`src/sv/vtm_pkg.sv`:
```
// package for the video timing multiplier: item and config types, constants
// used by vtm_datapath and video_timing_multiplier, no dependencies
`timescale 1ns / 1ps

package vtm_pkg;

    localparam int S_TDATA_W = 96;
    localparam int M_TDATA_W = 88;
    localparam int CFG_IDX_W = 3;
    localparam int CFG_DATA_W = 12;

    // rounding of (x*5 + 50) / 100: (x + 10) / 20 = ((x + 10) >> 2) / 5
    localparam logic [4:0] ROUND_BIAS = 5'd10;
    localparam logic [7:0] DIV5_MUL = 8'd205;
    localparam int DIV5_SHIFT = 10;

    typedef enum logic [CFG_IDX_W-1:0] {
        CFG_H_SYNC_MAX   = 3'd0,
        CFG_H_BPORCH_MAX = 3'd1,
        CFG_H_ACTIVE_MAX = 3'd2,
        CFG_V_SYNC_MAX   = 3'd3,
        CFG_V_BPORCH_MAX = 3'd4,
        CFG_V_ACTIVE_MAX = 3'd5
    } t_cfg_idx;

    typedef struct packed {
        logic [7:0]  hs_lim;
        logic [8:0]  hbp_lim;
        logic [11:0] ha_lim;
        logic [2:0]  vs_lim;
        logic [7:0]  vbp_lim;
        logic [10:0] va_lim;
    } t_cfg;

    typedef struct packed {
        logic [7:0]  in_h_sync;
        logic [8:0]  in_h_bporch;
        logic [11:0] in_h_active;
        logic [11:0] in_h_total;
        logic [7:0]  in_h_total_adj;
        logic [2:0]  in_v_sync;
        logic [7:0]  in_v_bporch;
        logic [10:0] in_v_active;
        logic [10:0] in_v_total;
        logic        in_interlaced;
        logic [3:0]  h_factor;
        logic [3:0]  v_factor;
    } t_timing_in;

    typedef struct packed {
        logic [7:0]  out_h_sync;
        logic [8:0]  out_h_bporch;
        logic [11:0] out_h_active;
        logic [15:0] out_h_total;
        logic [2:0]  out_v_sync;
        logic [7:0]  out_v_bporch;
        logic [10:0] out_v_active;
        logic [15:0] out_v_total;
        logic        out_interlaced;
    } t_timing_out;

    typedef struct packed {
        logic en1;
        logic en2;
        logic en3;
    } t_pipe_ctrl;

endpackage

```
`src/sv/vtm_datapath.sv`:
```
// three-stage datapath of the video timing multiplier: products, clamps, totals
// depends on vtm_pkg
`timescale 1ns / 1ps

module vtm_datapath (
    input  logic                 i_clk,
    input  vtm_pkg::t_pipe_ctrl  i_ctrl,
    input  vtm_pkg::t_cfg        i_cfg,
    input  vtm_pkg::t_timing_in  i_item,
    output vtm_pkg::t_timing_out o_item
);

    // stage 1: products
    logic [11:0] r_hs_p;
    logic [12:0] r_hbp_p;
    logic [15:0] r_ha_p;
    logic [15:0] r_ht_p;
    logic [11:0] r_hadj_p;
    logic [6:0]  r_vs_p;
    logic [11:0] r_vbp_p;
    logic [14:0] r_va_p;
    logic [14:0] r_vt_p;
    logic        r_il1;

    logic [3:0] n_vm_eff;
    logic       n_il;

    always_comb begin
        if (i_item.in_interlaced && !i_item.v_factor[0]) begin
            n_vm_eff = {1'b0, i_item.v_factor[3:1]};
            n_il = 1'b0;
        end else begin
            n_vm_eff = i_item.v_factor;
            n_il = i_item.in_interlaced;
        end
    end

    always_ff @(posedge i_clk) begin
        if (i_ctrl.en1) begin
            r_hs_p   <= 12'(i_item.in_h_sync) * 12'(i_item.h_factor);
            r_hbp_p  <= 13'(i_item.in_h_bporch) * 13'(i_item.h_factor);
            r_ha_p   <= 16'(i_item.in_h_active) * 16'(i_item.h_factor);
            r_ht_p   <= 16'(i_item.in_h_total) * 16'(i_item.h_factor);
            r_hadj_p <= 12'(i_item.in_h_total_adj) * 12'(i_item.h_factor);
            r_vs_p   <= 7'(i_item.in_v_sync) * 7'(i_item.v_factor);
            r_vbp_p  <= 12'(i_item.in_v_bporch) * 12'(i_item.v_factor);
            r_va_p   <= 15'(i_item.in_v_active) * 15'(i_item.v_factor);
            r_vt_p   <= 15'(i_item.in_v_total) * 15'(n_vm_eff);
            r_il1    <= n_il;
        end
    end

    // stage 2: sync and active clamps, overflow into back porch, rounding multiply
    logic [7:0]  n_hs_o;
    logic [11:0] n_hs_x;
    logic [2:0]  n_vs_o;
    logic [6:0]  n_vs_x;
    logic [11:0] n_adj_b;

    logic [7:0]  r_hs_o;
    logic [13:0] r_hbp_s;
    logic [11:0] r_ha_o;
    logic [15:0] r_ht2;
    logic [17:0] r_adj_m;
    logic [2:0]  r_vs_o;
    logic [12:0] r_vbp_s;
    logic [10:0] r_va_o;
    logic [14:0] r_vt2;
    logic        r_il2;

    always_comb begin
        n_hs_o = (r_hs_p > 12'(i_cfg.hs_lim)) ? i_cfg.hs_lim : r_hs_p[7:0];
        n_hs_x = r_hs_p - 12'(n_hs_o);
        n_vs_o = (r_vs_p > 7'(i_cfg.vs_lim)) ? i_cfg.vs_lim : r_vs_p[2:0];
        n_vs_x = r_vs_p - 7'(n_vs_o);
        n_adj_b = r_hadj_p + 12'(vtm_pkg::ROUND_BIAS);
    end

    always_ff @(posedge i_clk) begin
        if (i_ctrl.en2) begin
            r_hs_o  <= n_hs_o;
            r_hbp_s <= 14'(r_hbp_p) + 14'(n_hs_x);
            r_ha_o  <= (r_ha_p > 16'(i_cfg.ha_lim)) ? i_cfg.ha_lim : r_ha_p[11:0];
            r_ht2   <= r_ht_p;
            r_adj_m <= 18'(n_adj_b[11:2]) * 18'(vtm_pkg::DIV5_MUL);
            r_vs_o  <= n_vs_o;
            r_vbp_s <= 13'(r_vbp_p) + 13'(n_vs_x);
            r_va_o  <= (r_va_p > 15'(i_cfg.va_lim)) ? i_cfg.va_lim : r_va_p[10:0];
            r_vt2   <= r_vt_p;
            r_il2   <= r_il1;
        end
    end

    // stage 3: back porch clamps and horizontal total, output register
    vtm_pkg::t_timing_out r_out;
    logic [7:0] n_round;

    assign n_round = r_adj_m[vtm_pkg::DIV5_SHIFT +: 8];

    always_ff @(posedge i_clk) begin
        if (i_ctrl.en3) begin
            r_out.out_h_sync     <= r_hs_o;
            r_out.out_h_bporch   <= (r_hbp_s > 14'(i_cfg.hbp_lim)) ? i_cfg.hbp_lim
                                                                  : r_hbp_s[8:0];
            r_out.out_h_active   <= r_ha_o;
            r_out.out_h_total    <= r_ht2 + 16'(n_round);
            r_out.out_v_sync     <= r_vs_o;
            r_out.out_v_bporch   <= (r_vbp_s > 13'(i_cfg.vbp_lim)) ? i_cfg.vbp_lim
                                                                  : r_vbp_s[7:0];
            r_out.out_v_active   <= r_va_o;
            r_out.out_v_total    <= 16'(r_vt2);
            r_out.out_interlaced <= r_il2;
        end
    end

    assign o_item = r_out;

endmodule

```
`src/sv/video_timing_multiplier.sv`:
```
// top level of the video timing multiplier: stream ports, config registers,
// pipeline handshake; depends on vtm_pkg and vtm_datapath
//
// channel  | direction | handshake              | payload
// ---------+-----------+------------------------+--------------------------------
// s        | in        | i_s_tvalid/o_s_tready  | i_s_tdata, i_s_tuser (timing set)
// m        | out       | o_m_tvalid/i_m_tready  | o_m_tdata, o_m_tuser (scaled set)
// cfg      | in        | i_cfg_valid/o_cfg_ready| i_cfg_index, i_cfg_data
//
// one item per cycle while not stalled, through three register stages (multiply, clamp, total/output)
// an accepted item is registered in the multiply, then clamp, then total/output stage, where its result is valid
// each stage holds its item while the stage after it is full and stalled
// synchronous active-low reset clears stage valids and sets all maxima to all ones
// config writes are always accepted; indexes above five are ignored
`timescale 1ns / 1ps

module video_timing_multiplier (
    input  logic                             i_clk,
    input  logic                             i_rst_n,
    input  logic                             i_s_tvalid,
    output logic                             o_s_tready,
    // hsync, hbporch, hactive, htotal, htotal adj, vsync, vbporch,
    // vactive, vtotal, hfactor, vfactor, zero pad
    input  logic [vtm_pkg::S_TDATA_W-1:0]    i_s_tdata,
    // in_interlaced
    input  logic                             i_s_tuser,
    output logic                             o_m_tvalid,
    input  logic                             i_m_tready,
    // hsync, hbporch, hactive, htotal, vsync, vbporch, vactive,
    // vtotal, zero pad
    output logic [vtm_pkg::M_TDATA_W-1:0]    o_m_tdata,
    // out_interlaced
    output logic                             o_m_tuser,
    input  logic                             i_cfg_valid,
    output logic                             o_cfg_ready,
    input  logic [vtm_pkg::CFG_IDX_W-1:0]    i_cfg_index,
    input  logic [vtm_pkg::CFG_DATA_W-1:0]   i_cfg_data
);

    vtm_pkg::t_cfg        r_cfg;
    vtm_pkg::t_pipe_ctrl  n_ctrl;
    vtm_pkg::t_timing_in  n_item;
    vtm_pkg::t_timing_out n_res;
    logic r_v1;
    logic r_v2;
    logic r_v3;

    assign o_cfg_ready = 1'b1;

    always_ff @(posedge i_clk) begin
        if (!i_rst_n) begin
            r_cfg.hs_lim  <= '1;
            r_cfg.hbp_lim <= '1;
            r_cfg.ha_lim  <= '1;
            r_cfg.vs_lim  <= '1;
            r_cfg.vbp_lim <= '1;
            r_cfg.va_lim  <= '1;
        end else if (i_cfg_valid) begin
            case (i_cfg_index)
                vtm_pkg::CFG_H_SYNC_MAX:   r_cfg.hs_lim  <= i_cfg_data[7:0];
                vtm_pkg::CFG_H_BPORCH_MAX: r_cfg.hbp_lim <= i_cfg_data[8:0];
                vtm_pkg::CFG_H_ACTIVE_MAX: r_cfg.ha_lim  <= i_cfg_data[11:0];
                vtm_pkg::CFG_V_SYNC_MAX:   r_cfg.vs_lim  <= i_cfg_data[2:0];
                vtm_pkg::CFG_V_BPORCH_MAX: r_cfg.vbp_lim <= i_cfg_data[7:0];
                vtm_pkg::CFG_V_ACTIVE_MAX: r_cfg.va_lim  <= i_cfg_data[10:0];
                default: begin
                end
            endcase
        end
    end

    // stage enables: a stage loads when it is empty or its item moves on
    always_comb begin
        n_ctrl.en3 = !r_v3 || i_m_tready;
        n_ctrl.en2 = !r_v2 || n_ctrl.en3;
        n_ctrl.en1 = !r_v1 || n_ctrl.en2;
    end

    assign o_s_tready = n_ctrl.en1;

    always_ff @(posedge i_clk) begin
        if (!i_rst_n) begin
            r_v1 <= 1'b0;
            r_v2 <= 1'b0;
            r_v3 <= 1'b0;
        end else begin
            if (n_ctrl.en1) begin
                r_v1 <= i_s_tvalid;
            end
            if (n_ctrl.en2) begin
                r_v2 <= r_v1;
            end
            if (n_ctrl.en3) begin
                r_v3 <= r_v2;
            end
        end
    end

    always_comb begin
        n_item.in_h_sync      = i_s_tdata[7:0];
        n_item.in_h_bporch    = i_s_tdata[16:8];
        n_item.in_h_active    = i_s_tdata[28:17];
        n_item.in_h_total     = i_s_tdata[40:29];
        n_item.in_h_total_adj = i_s_tdata[48:41];
        n_item.in_v_sync      = i_s_tdata[51:49];
        n_item.in_v_bporch    = i_s_tdata[59:52];
        n_item.in_v_active    = i_s_tdata[70:60];
        n_item.in_v_total     = i_s_tdata[81:71];
        n_item.h_factor       = i_s_tdata[85:82];
        n_item.v_factor       = i_s_tdata[89:86];
        n_item.in_interlaced  = i_s_tuser;
    end

    vtm_datapath u_datapath (
        .i_clk  (i_clk),
        .i_ctrl (n_ctrl),
        .i_cfg  (r_cfg),
        .i_item (n_item),
        .o_item (n_res)
    );

    assign o_m_tvalid = r_v3;
    assign o_m_tuser  = n_res.out_interlaced;
    assign o_m_tdata  = {5'd0,
                         n_res.out_v_total,
                         n_res.out_v_active,
                         n_res.out_v_bporch,
                         n_res.out_v_sync,
                         n_res.out_h_total,
                         n_res.out_h_active,
                         n_res.out_h_bporch,
                         n_res.out_h_sync};

endmodule

```
`config.mk`:
```
export PLATFORM = sky130hd
export DESIGN_NAME = video_timing_multiplier
export DESIGN_NICKNAME = d
export VERILOG_FILES = /design/src/sv/vtm_pkg.sv /design/src/sv/vtm_datapath.sv /design/src/sv/video_timing_multiplier.sv
export SDC_FILE = /design/constraint.sdc
export NUM_CORES = 1
export LEC_CHECK = 0
export BUFFER_PORTS_ARGS = -buffer_cell sky130_fd_sc_hd__buf_4
export CORE_UTILIZATION = 45
export DETAILED_ROUTE_END_ITERATION = 10
export HOLD_SLACK_MARGIN = 0.02
export PLACE_DENSITY = 0.65
export SYNTH_ARGS = -nofsm -noshare
export SYNTH_HDL_FRONTEND = slang
export SYNTH_SLANG_ARGS = --single-unit
```
`constraint.sdc`:
```
create_clock -name i_clk -period 11.44 [get_ports i_clk]
set_input_delay 2.288 -clock i_clk [delete_from_list [all_inputs] [get_ports i_clk]]
set_output_delay 2.288 -clock i_clk [all_outputs]
set_load 0.01 [all_outputs]
```
Word level (Yosys, flattened, before mapping)

Cells that the tools add are included.
W data, S select, Z words.

Add/sub/neg operators: 6
Multiply operators: 10
$lt $le $gt $ge: 6
Equal/unequal tests: 5
Multiplexer cells: 7
Reduce and logical (&&, ||, !) cells: 15

Operator list:

| operator                | number |
|---|---|
| $mul A8 B4 Y12          | 3 |
| $mul A12 B4 Y16         | 2 |
| $mul A11 B4 Y15         | 2 |
| $mul A10 B8 Y18 const B | 1 |
| $add A16 B8 Y16         | 1 |
| $gt A16 B12 Y1          | 1 |
| $mux W8                 | 2 |
| $gt A15 B11 Y1          | 1 |
| $add A13 B12 Y14        | 1 |
| $gt A14 B9 Y1           | 1 |
| $add A12 B7 Y13         | 1 |
| $gt A13 B8 Y1           | 1 |
| $mul A9 B4 Y13          | 1 |
| $add A12 B4 Y12 const B | 1 |
| $gt A12 B8 Y1           | 1 |
| $mux W12                | 1 |
| $reduce_and A2 Y1       | 6 |
| $sub A12 B8 Y12         | 1 |
| $mux W11                | 1 |
| $mux W9                 | 1 |
| $gt A7 B3 Y1            | 1 |
| $mul A3 B4 Y7           | 1 |
| $sub A7 B3 Y7           | 1 |
| $eq A3 B2 Y1 const B    | 2 |
| 8 further kinds         | 14 |

Register bits after elaboration: 367
Input bits: 117
Output and inout port bits: 92
Logic and storage cells: 87

Logic depth before layout (Yosys ltp)

Gate-level depths: netlist of the first run.

Word-level depth: 4
Depth in mapped cells: 25
Mapped depth without buffers: 24

Hierarchy

Synthesis of the first run repeated with hierarchy kept, for this count alone.

Cells, all modules: 2301
Area, all modules: 25498.2 µm²

By module, submodules not included:

| module                  | times used | cells each | area each (µm²) | sequential area each (µm²) |
|---|---|---|---|---|
| vtm_datapath            | 1          | 2095       | 23254.8         | 9068.7 |
| video_timing_multiplier | 1          | 206        | 2243.4          | 1081.0 |

Least setup slack after synthesis of the first run

No wires, ideal clock.

Path kind: input to output
Start: in i_m_tready
End: out o_s_tready
Arrival time: 5.264 ns
Required time: 9.152 ns
Slack: 3.888 ns
Stages on the path: 2
Buffers on the path: 0
Cells stage by stage: nor2b_1 nand3_1

Word-level cells in the longest chain between the ends: 3

Ends and longest elaborated chain:

| element            | line                          | RTL |
|---|---|---|
| start: declaration | video_timing_multiplier.sv:28 | `input logic i_m_tready,` |
| $logic_or A1 B1 Y1 | video_timing_multiplier.sv:74 | `n_ctrl.en3 = !r_v3 \|\| i_m_tready;` |
| $logic_or A1 B1 Y1 | video_timing_multiplier.sv:75 | `n_ctrl.en2 = !r_v2 \|\| n_ctrl.en3;` |
| $logic_or A1 B1 Y1 | video_timing_multiplier.sv:76 | `n_ctrl.en1 = !r_v1 \|\| n_ctrl.en2;` |
| end: declaration   | video_timing_multiplier.sv:21 | `output logic o_s_tready,` |

No other way between the ends.

Worst setup path after layout of the first run

Start: in i_s_tdata[86] in the netlist's numbering
End: reg u_datapath.r_vt_p[14] (data pin)

Word-level cells in the longest chain between the ends: 4

Ends and longest elaborated chain:

| element                | line                          | RTL |
|---|---|---|
| start: declaration     | video_timing_multiplier.sv:24 | `input logic [vtm_pkg::S_TDATA_W-1:0] i_s_tdata,` |
| $logic_not A1 Y1       | vtm_datapath.sv:29            | `if (i_item.in_interlaced && !i_item.v_factor[0]) begin` |
| $logic_and A1 B1 Y1    | vtm_datapath.sv:29            |  |
| $mux W4 (*)            | vtm_datapath.sv:29            |  |
| $mul A11 B4 Y15 (*)    | vtm_datapath.sv:48            | `r_vt_p <= 15'(i_item.in_v_total) * 15'(n_vm_eff);` |
| end signal: assignment | vtm_datapath.sv:48            |  |
| end: declaration       | vtm_datapath.sv:22            | `logic [14:0] r_vt_p;` |

Mark *: on every way between the ends. The rest lies on a longest branch, timed or not.
A chain may end at the register's enable or synchronous reset.

==> results of run 1 <==
power groups by stage:
stage	combinational (mW)	clock, mW	sequential [mW]
floorplan	2.78	0	2.30
global placement	3.68	0	2.32
detailed placement	3.83	0	2.33
CTS	3.87	1.44	2.31
global route	4.42	1.48	2.34
finish	3.82	1.40	2.30
cells in the final DEF (no fill, tap or decap), drive strengths merged, types with 4 or more instances in the layout:
master	count
a211oi	8
a21boi	6
a21o	30
a21oi	79
a31oi	4
and2	123
and3	11
buf	204
bufinv	7
clkbuf	49
clkinv	21
conb	7
dfxtp	54
edfxtp	302
fa	150
ha	287
inv	288
mux2	29
mux2i	9
nand2	290
nand2b	11
nand3	12
nand4	11
nor2	82
nor2b	38
nor3	28
o211ai	50
o21a	34
o21ai	56
o21bai	29
o311a	6
o31ai	4
o41a	5
or2	8
or3	5
xnor2	102
xor2	35
worst max-delay path, stage by stage:
cell and delay, ns:
buf_4 0.23, nand2b_1 0.24, mux2_2 0.45, nand2_1 0.12, fa_1 0.44, fa_1 0.55, inv_1 0.07, fa_1 0.45
a21o_1 0.18, a21oi_1 0.21, nor2b_1 0.07, o21a_1 0.19, o311a_1 0.32, o21a_1 0.19, o21a_1 0.20, o41a_1 0.32
xor2_1 0.15
metrics by stage:
step / total power [mW] / std cells
after floorplan: 5.08 / 2277
after global placement: 5.99 / 3121
after detailed placement: 6.15 / 3121
after CTS: 7.61 / 3199
after global routing: 8.25 / 3201
final: 7.52 / 3201
how the worst max path moves through the flow:
stage | to | slack (ns) | cells past startpoint
final | u_datapath.r_vt_p[14] | 5.06 | 17
after floorplan | o_s_tready | 3.89 | 2
after global routing | u_datapath.r_vt_p[14] | 4.81 | 17
after detailed placement | u_datapath.r_vt_p[14] | 4.49 | 17
after global placement | u_datapath.r_vt_p[14] | 4.48 | 17
after CTS | u_datapath.r_vt_p[14] | 5.09 | 17
metal layers:
layer,global-route usage [%],routed length [um],vias up
met4,5.45,1240,0
li1,-,-,8105
met2,33.4,25500,320
met1,23.9,22600,8055
met3,3.09,2310,79
met5,0,0,-
logic make-up (layout without fill, tap and decap cells):
family	Yosys count	in the layout	share of synthesized area, %
XOR/XNOR	137	137	4.82
flip-flops	356	356	40.8
other	2	9	0.0302
AO/OA/AOI/OAI	325	325	8.80
buffers and inverters	344	570	5.31
AND/OR/NAND/NOR	633	633	12.1
adder cells (fa/ha/maj)	437	437	26.5
multiplexers	38	38	1.67
flip-flops by register name, summed over array words and instances (netlist names), 3 cells and up:
| name | cells |
|---|---|
| u_datapath.r_va_o | 11 |
| u_datapath.r_adj_m | 8 |
| u_datapath.r_vbp_s | 13 |
| u_datapath.r_hadj_p | 11 |
| u_datapath.r_hs_p | 12 |
| r_cfg | 51 |
| u_datapath.r_vt_p | 15 |
| u_datapath.r_ht_p | 16 |
| u_datapath.r_hbp_p | 13 |
| u_datapath.r_vs_p | 7 |
| u_datapath.r_vbp_p | 12 |
| u_datapath.r_vs_o | 3 |
| u_datapath.r_va_p | 15 |
| u_datapath.r_ha_p | 16 |
| u_datapath.r_ha_o | 12 |
| u_datapath.r_hbp_s | 14 |
| u_datapath.r_hs_o | 8 |
| u_datapath.r_vt2 | 15 |
| u_datapath.o_item | 83 |
| u_datapath.r_ht2 | 16 |
cell type report:
class | instances | area (um2) | share of cell area, %
antenna | 2 | 5.00 | 0.0175
clock buffer | 49 | 1090 | 3.81
clock inverter | 29 | 373 | 1.31
inverter | 288 | 1080 | 3.79
multi-input combinational | 1577 | 13500 | 47.1
sequential | 356 | 10100 | 35.5
tap | 696 | 871 | 3.05
timing repair buffer | 204 | 1530 | 5.36
==> flow_results.xml, run 1 <==
<?xml version="1.0" encoding="UTF-8"?>
<metrics>
  <group name="synthesis">
    <metric name="dominant_synthesized_flop_cell" unit="">edfxtp_1</metric>
    <metric name="yosys_warnings" unit="">0</metric>
    <metric name="leading_post_synthesis_cells_by_cell_area" unit="">edfxtp_1, ha_1, fa_1</metric>
    <metric name="syn-cell-area" unit="um2">24900</metric>
    <metric name="async_flop_share" unit="%">0</metric>
    <metric name="synth_seq_area_share" unit="%">40.8</metric>
    <metric name="synthesis.instances" unit="">2272</metric>
    <metric name="avgSynthCellArea" unit="um2">11.0</metric>
    <metric name="top_count_cell_post_synth" unit="">edfxtp_1</metric>
    <metric name="synth_top_area_share" unit="%">36.4</metric>
    <metric name="ys_seq_elements" unit="">356</metric>
    <metric name="number_of_distinct_library_cell_variants_in_the_gate_level_netlist_after_synthesis" unit="">62</metric>
    <metric name="number_of_flops_mapped_to_enable_cells_by_yosys" unit="">302</metric>
    <metric name="ys_top_cells_by_count" unit="">edfxtp_1, nand2_1, inv_1, ha_1, fa_1</metric>
    <metric name="synth_largest_area_cell" unit="">edfxtp_1</metric>
  </group>
  <group name="setup_path">
    <metric name="worstSetupStartpoint" unit="">i_s_tdata[86]</metric>
    <metric name="crit_path_start_kind" unit="">primary input</metric>
    <metric name="crit_path_max_fanout" unit="">25</metric>
    <metric name="worstPathRequired" unit="ns">11.76</metric>
    <metric name="timing.setup.critical_path_class" unit="">primary input to flip-flop</metric>
    <metric name="ff2ff_path_depth" unit="">22</metric>
    <metric name="worstSetupEndpointType" unit="">flip-flop</metric>
    <metric name="worstPathArrival" unit="ns">6.71</metric>
    <metric name="reg2reg_setup_slack" unit="ns">5.98</metric>
    <metric name="worstReg2RegStart" unit="">u_datapath.r_hs_p[5]</metric>
    <metric name="worstReg2RegEnd" unit="">u_datapath.r_hbp_s[11]</metric>
  </group>
  <group name="global_routing">
    <metric name="pin_count_of_the_biggest_net_entering_global_routing" unit="">71</metric>
    <metric name="grt_pass1_wl" unit="um">85700</metric>
    <metric name="track_usage" unit="%">18.9</metric>
    <metric name="grt_overflow_total" unit="">0</metric>
    <metric name="antenna_found_initial" unit="">2</metric>
    <metric name="vias_in_the_first_global_route" unit="">17400</metric>
  </group>
  <group name="timing">
    <metric name="grt_setup_unrepaired" unit="">no</metric>
    <metric name="tightest_slew" unit="ns">1.17</metric>
    <metric name="min_period" unit="ns">6.38</metric>
    <metric name="hold_slack" unit="ns">0.416</metric>
    <metric name="final-setup-viol-count" unit="">0</metric>
    <metric name="setup_clock_skew_after_layout" unit="ns">0.0237</metric>
    <metric name="fmax" unit="MHz">157</metric>
    <metric name="finalHoldViolCount" unit="">0</metric>
    <metric name="part_of_the_cycle_the_worst_path_needs" unit="%">55.8</metric>
    <metric name="fin_ws" unit="ns">5.06</metric>
    <metric name="fin_tns_setup" unit="ns">0</metric>
    <metric name="maxSlewHeadroom" unit="%">22.0</metric>
    <metric name="final-max-slew-violation-count" unit="">0</metric>
  </group>
  <group name="pwr">
    <metric name="clkPwrFrac" unit="%">18.6</metric>
    <metric name="power.sequential.fraction" unit="%">30.6</metric>
    <metric name="netSwitchingPower" unit="mW">2.82</metric>
    <metric name="pwr-share-comb" unit="%">50.8</metric>
    <metric name="power.density_cell_area" unit="nW/um2">263</metric>
    <metric name="leakagePower" unit="nW">13.4</metric>
    <metric name="switching_share" unit="%">37.5</metric>
    <metric name="irDropWorstVdd" unit="mV">0.274</metric>
    <metric name="intPower" unit="mW">4.70</metric>
  </group>
  <group name="clock_network">
    <metric name="post_cts_hold_buffer_count" unit="">0</metric>
    <metric name="h-tree-depth" unit="">2</metric>
    <metric name="post-cts-setup-buffers" unit="">0</metric>
    <metric name="clock_latency_on_the_worst_skew_pair" unit="ns">0.58</metric>
    <metric name="clock-root-buffer" unit="">clkbuf_16</metric>
    <metric name="count_of_clock_tree_sinks" unit="">356</metric>
    <metric name="clock_path_buffers" unit="">3</metric>
    <metric name="tritoncts" unit="">built</metric>
    <metric name="cts.repair.resized" unit="">0</metric>
    <metric name="cts_bufs_inserted" unit="">42</metric>
    <metric name="cts.reportedPaths.clkPinSlew" unit="ns">0.06</metric>
  </group>
  <group name="cells_and_area">
    <metric name="finish.net_count" unit="">3023</metric>
    <metric name="fillers" unit="">4772</metric>
    <metric name="post-route-util" unit="%">52.7</metric>
    <metric name="area_delta_synth_final" unit="%">14.8</metric>
    <metric name="post-route-cell-area" unit="um2">28600</metric>
    <metric name="layout-drive-gt1-share" unit="%">12.3</metric>
  </group>
  <group name="worst_hold_path">
    <metric name="worst_hold_startpoint" unit="">u_datapath.r_ha_o[1]</metric>
    <metric name="hold-path-endpoint" unit="">u_datapath.o_item[56]</metric>
    <metric name="cell_depth_of_the_worst_hold_path" unit="">0</metric>
    <metric name="min_delay_path_class" unit="">flip-flop to flip-flop</metric>
  </group>
  <group name="placement">
    <metric name="detail_placement_hpwl" unit="um">39500</metric>
    <metric name="dpl-instance-area" unit="um2">27100</metric>
    <metric name="place_congestion" unit="">0.855</metric>
    <metric name="place_ws" unit="ns">4.49</metric>
    <metric name="portBuffers" unit="">195</metric>
  </group>
  <group name="routing">
    <metric name="detail_route.wl_per_cell" unit="um">16.1</metric>
    <metric name="routed-via-count" unit="">16600</metric>
    <metric name="antenna_left" unit="">0</metric>
    <metric name="ratio_of_routed_vias_to_standard_cells" unit="">5.17</metric>
    <metric name="detail_route.first_pass.iterations" unit="">5</metric>
    <metric name="first_iter_violations" unit="">808</metric>
    <metric name="drc" unit="">0</metric>
    <metric name="finalWirelength" unit="um">51600</metric>
  </group>
  <group name="floorplanning">
    <metric name="io_pins" unit="">209</metric>
    <metric name="initial_utilization" unit="%">45.9</metric>
    <metric name="num_rows" unit="">85</metric>
    <metric name="dieHeight" unit="um">237</metric>
    <metric name="floorplan.die.width" unit="um">237</metric>
    <metric name="die_area" unit="um2">56300</metric>
    <metric name="core_region_area" unit="um2">54200</metric>
  </group>
  <group name="flow_run">
    <metric name="maxCapViolations" unit="">0</metric>
  </group>
  <group name="status">
    <metric name="result_of_the_run" unit="">complete, no violations</metric>
  </group>
</metrics>
Note: power is estimated with default switching activity, not from simulation.
==> run 2: changes to the inputs <==
--- a/config.mk
+++ b/config.mk
@@ -9,7 +9,7 @@
 export CORE_UTILIZATION = 45
 export DETAILED_ROUTE_END_ITERATION = 10
 export HOLD_SLACK_MARGIN = 0.02
-export PLACE_DENSITY = 0.65
+export PLACE_DENSITY = 0.67
 export SYNTH_ARGS = -nofsm -noshare
 export SYNTH_HDL_FRONTEND = slang
 export SYNTH_SLANG_ARGS = --single-unit
==> constraint.sdc (replaced) <==
create_clock -name i_clk -period 5.5 [get_ports i_clk]
set_input_delay 1.1 -clock i_clk [delete_from_list [all_inputs] [get_ports i_clk]]
set_output_delay 1.1 -clock i_clk [all_outputs]
set_load 0.01 [all_outputs]
==> run 2 against run 1 <==
Core utilization about the same; power increased by 100%; final area about the same; critical endpoint is now u_datapath.r_adj_m[17]; largest cell class unchanged; largest power group unchanged.
==> flow_results.xml, run 2 (synthesis gave the netlist of run 1 again) <==
<?xml version="1.0" encoding="UTF-8"?>
<metrics>
  <group name="setup_path">
    <metric name="crit_path_start_kind" unit="">flip-flop</metric>
    <metric name="worstSetupEndpointType" unit="">flip-flop</metric>
    <metric name="timing.setup.critical_path_class" unit="">flip-flop to flip-flop</metric>
    <metric name="worstSetupStartpoint" unit="">u_datapath.r_hadj_p[3]</metric>
    <metric name="worstReg2RegStart" unit="">u_datapath.r_hadj_p[3]</metric>
    <metric name="worstPathArrival" unit="ns">5.49</metric>
    <metric name="crit_path_max_fanout" unit="">5</metric>
    <metric name="worstPathRequired" unit="ns">5.80</metric>
  </group>
  <group name="cells_and_area">
    <metric name="largest_register_ff_count" unit="">83</metric>
    <metric name="multiInputGateArea" unit="um2">13500</metric>
    <metric name="fillers" unit="">4730</metric>
    <metric name="post-route-util" unit="%">52.7</metric>
    <metric name="finish.net_count" unit="">3039</metric>
    <metric name="layout-drive-gt1-share" unit="%">12.9</metric>
    <metric name="mostFrequentLayoutCells" unit="">edfxtp_1, nand2_1, inv_1, ha_1, buf_4</metric>
    <metric name="area_delta_synth_final" unit="%">14.9</metric>
    <metric name="area.sequential" unit="um2">10100</metric>
    <metric name="mostFrequentLayoutCell" unit="">edfxtp_1</metric>
  </group>
  <group name="clock_network">
    <metric name="h-tree-depth" unit="">2</metric>
    <metric name="tritoncts" unit="">built</metric>
    <metric name="clock_path_buffers" unit="">3</metric>
    <metric name="post-cts-setup-buffers" unit="">0</metric>
    <metric name="cts.reportedPaths.clkPinSlew" unit="ns">0.06</metric>
    <metric name="clock_latency_on_the_worst_skew_pair" unit="ns">0.57</metric>
    <metric name="cts_bufs_inserted" unit="">41</metric>
    <metric name="clock-root-buffer" unit="">clkbuf_16</metric>
    <metric name="count_of_clock_tree_sinks" unit="">356</metric>
    <metric name="post_cts_hold_buffer_count" unit="">0</metric>
    <metric name="cts.repair.resized" unit="">0</metric>
  </group>
  <group name="placement">
    <metric name="place_congestion" unit="">0.853</metric>
    <metric name="place_ws" unit="ns">0.0546</metric>
    <metric name="portBuffers" unit="">195</metric>
    <metric name="detail_placement_hpwl" unit="um">40600</metric>
  </group>
  <group name="timing">
    <metric name="hold_slack" unit="ns">0.415</metric>
    <metric name="fmax" unit="MHz">193</metric>
    <metric name="maxSlewHeadroom" unit="%">15.2</metric>
    <metric name="fin_ws" unit="ns">0.312</metric>
    <metric name="final-setup-viol-count" unit="">0</metric>
    <metric name="finalHoldViolCount" unit="">0</metric>
    <metric name="grt_setup_unrepaired" unit="">no</metric>
    <metric name="setup_clock_skew_after_layout" unit="ns">0.0276</metric>
    <metric name="fin_tns_setup" unit="ns">0</metric>
    <metric name="min_period" unit="ns">5.19</metric>
    <metric name="part_of_the_cycle_the_worst_path_needs" unit="%">94.3</metric>
    <metric name="final-max-slew-violation-count" unit="">0</metric>
    <metric name="tightest_slew" unit="ns">1.27</metric>
  </group>
  <group name="routing">
    <metric name="detail_route.first_pass.iterations" unit="">7</metric>
    <metric name="finalWirelength" unit="um">52500</metric>
    <metric name="first_iter_violations" unit="">890</metric>
    <metric name="drc" unit="">0</metric>
    <metric name="routed-via-count" unit="">16700</metric>
    <metric name="ratio_of_routed_vias_to_standard_cells" unit="">5.18</metric>
    <metric name="detail_route.wl_per_cell" unit="um">16.3</metric>
    <metric name="antenna_left" unit="">0</metric>
  </group>
  <group name="status">
    <metric name="result_of_the_run" unit="">complete, no violations</metric>
  </group>
  <group name="global_routing">
    <metric name="antenna_found_initial" unit="">4</metric>
    <metric name="pin_count_of_the_biggest_net_entering_global_routing" unit="">70</metric>
    <metric name="grt_overflow_total" unit="">0</metric>
    <metric name="vias_in_the_first_global_route" unit="">17300</metric>
    <metric name="grt_pass1_wl" unit="um">86000</metric>
    <metric name="track_usage" unit="%">19.1</metric>
  </group>
  <group name="pwr">
    <metric name="netSwitchingPower" unit="mW">5.76</metric>
    <metric name="clkPwrFrac" unit="%">17.6</metric>
    <metric name="irDropWorstVdd" unit="mV">0.639</metric>
    <metric name="pwr-share-comb" unit="%">51.2</metric>
    <metric name="switching_share" unit="%">37.6</metric>
    <metric name="power.density_cell_area" unit="nW/um2">536</metric>
    <metric name="leakagePower" unit="nW">13.4</metric>
    <metric name="power.sequential.fraction" unit="%">31.2</metric>
    <metric name="intPower" unit="mW">9.56</metric>
  </group>
  <group name="floorplanning">
    <metric name="core_region_area" unit="um2">54200</metric>
    <metric name="num_rows" unit="">85</metric>
    <metric name="die_area" unit="um2">56300</metric>
    <metric name="floorplan.die.width" unit="um">237</metric>
    <metric name="dieHeight" unit="um">237</metric>
    <metric name="io_pins" unit="">209</metric>
    <metric name="initial_utilization" unit="%">45.9</metric>
  </group>
  <group name="worst_hold_path">
    <metric name="min_delay_path_class" unit="">flip-flop to flip-flop</metric>
    <metric name="worst_hold_startpoint" unit="">u_datapath.r_ha_o[9]</metric>
  </group>
  <group name="flow_run">
    <metric name="maxCapViolations" unit="">0</metric>
  </group>
</metrics>
-- run 2: cell types whose count changed in the layout (fill, tap and decap cells not counted), sizes merged --
cell      before  now
buf          204  221
bufinv         7    2
clkbuf        49   54
clkinv        21   13
clkinvlp       1    5
diode          2    4
inv          288  290
-- run 2: path summary, 6_finish.rpt --
path,slack (ns),cells past startpoint,endpoint
max,0.31,19,u_datapath.r_adj_m[17]
min reg2reg,0.42,0,u_datapath.o_item[64]
max reg2reg,0.31,19,u_datapath.r_adj_m[17]
min,0.42,0,u_datapath.o_item[64]
-- run 2: worst max-delay path, stage by stage, from the launching register on --
cell	delay, ns
edfxtp_1	0.46
a21oi_2	0.21
nor2_1	0.10
and3_1	0.19
xor2_1	0.30
ha_1	0.33
fa_1	0.54
inv_1	0.05
fa_1	0.56
inv_1	0.06
fa_1	0.42
ha_1	0.30
and3_1	0.17
a21oi_1	0.11
o31ai_1	0.14
o41a_1	0.37
a41o_1	0.28
o21a_1	0.20
nor2_2	0.09
xnor2_1	0.06
-- run 2: final cells by class --
type / count / area share (%)
timing repair buffer: 221 / 5.80
tap: 696 / 3.05
antenna: 4 / 0.0350
clock buffer: 54 / 3.94
clock inverter: 22 / 0.783
inverter: 288 / 3.79
multi-input combinational: 1577 / 47.1
sequential: 356 / 35.5
-- run 2: metal layers --
metal,track usage [%],wire length [um],vias up,share of wire (%)
li1,-,-,8152,-
met5,0,0,-,0
met3,2.85,2310,85,4.4
met4,6.53,1590,0,3.0
met1,24.2,22800,8113,43
met2,33.4,25800,319,49
-- run 2: power groups by stage --
stage                     logic [mW]  clock network, mW  registers, mW
after floorplan                 5.78                  0           4.79
after global placement          7.63                  0           4.81
after detailed placement        7.88                  0           4.85
after CTS                       7.97               2.78           4.80
after global routing            9.02               2.89           4.87
final                           7.84               2.70           4.78
-- run 2: per-stage QoR --
step                instance area (um2)  std cells  power [mW]
floorplan                         24900       2277        10.6
global placement                  27200       3138        12.4
detailed placement                27200       3138        12.7
CTS                               28600       3214        15.5
global route                      28600       3218        16.8
finish                            28600       3218        15.3
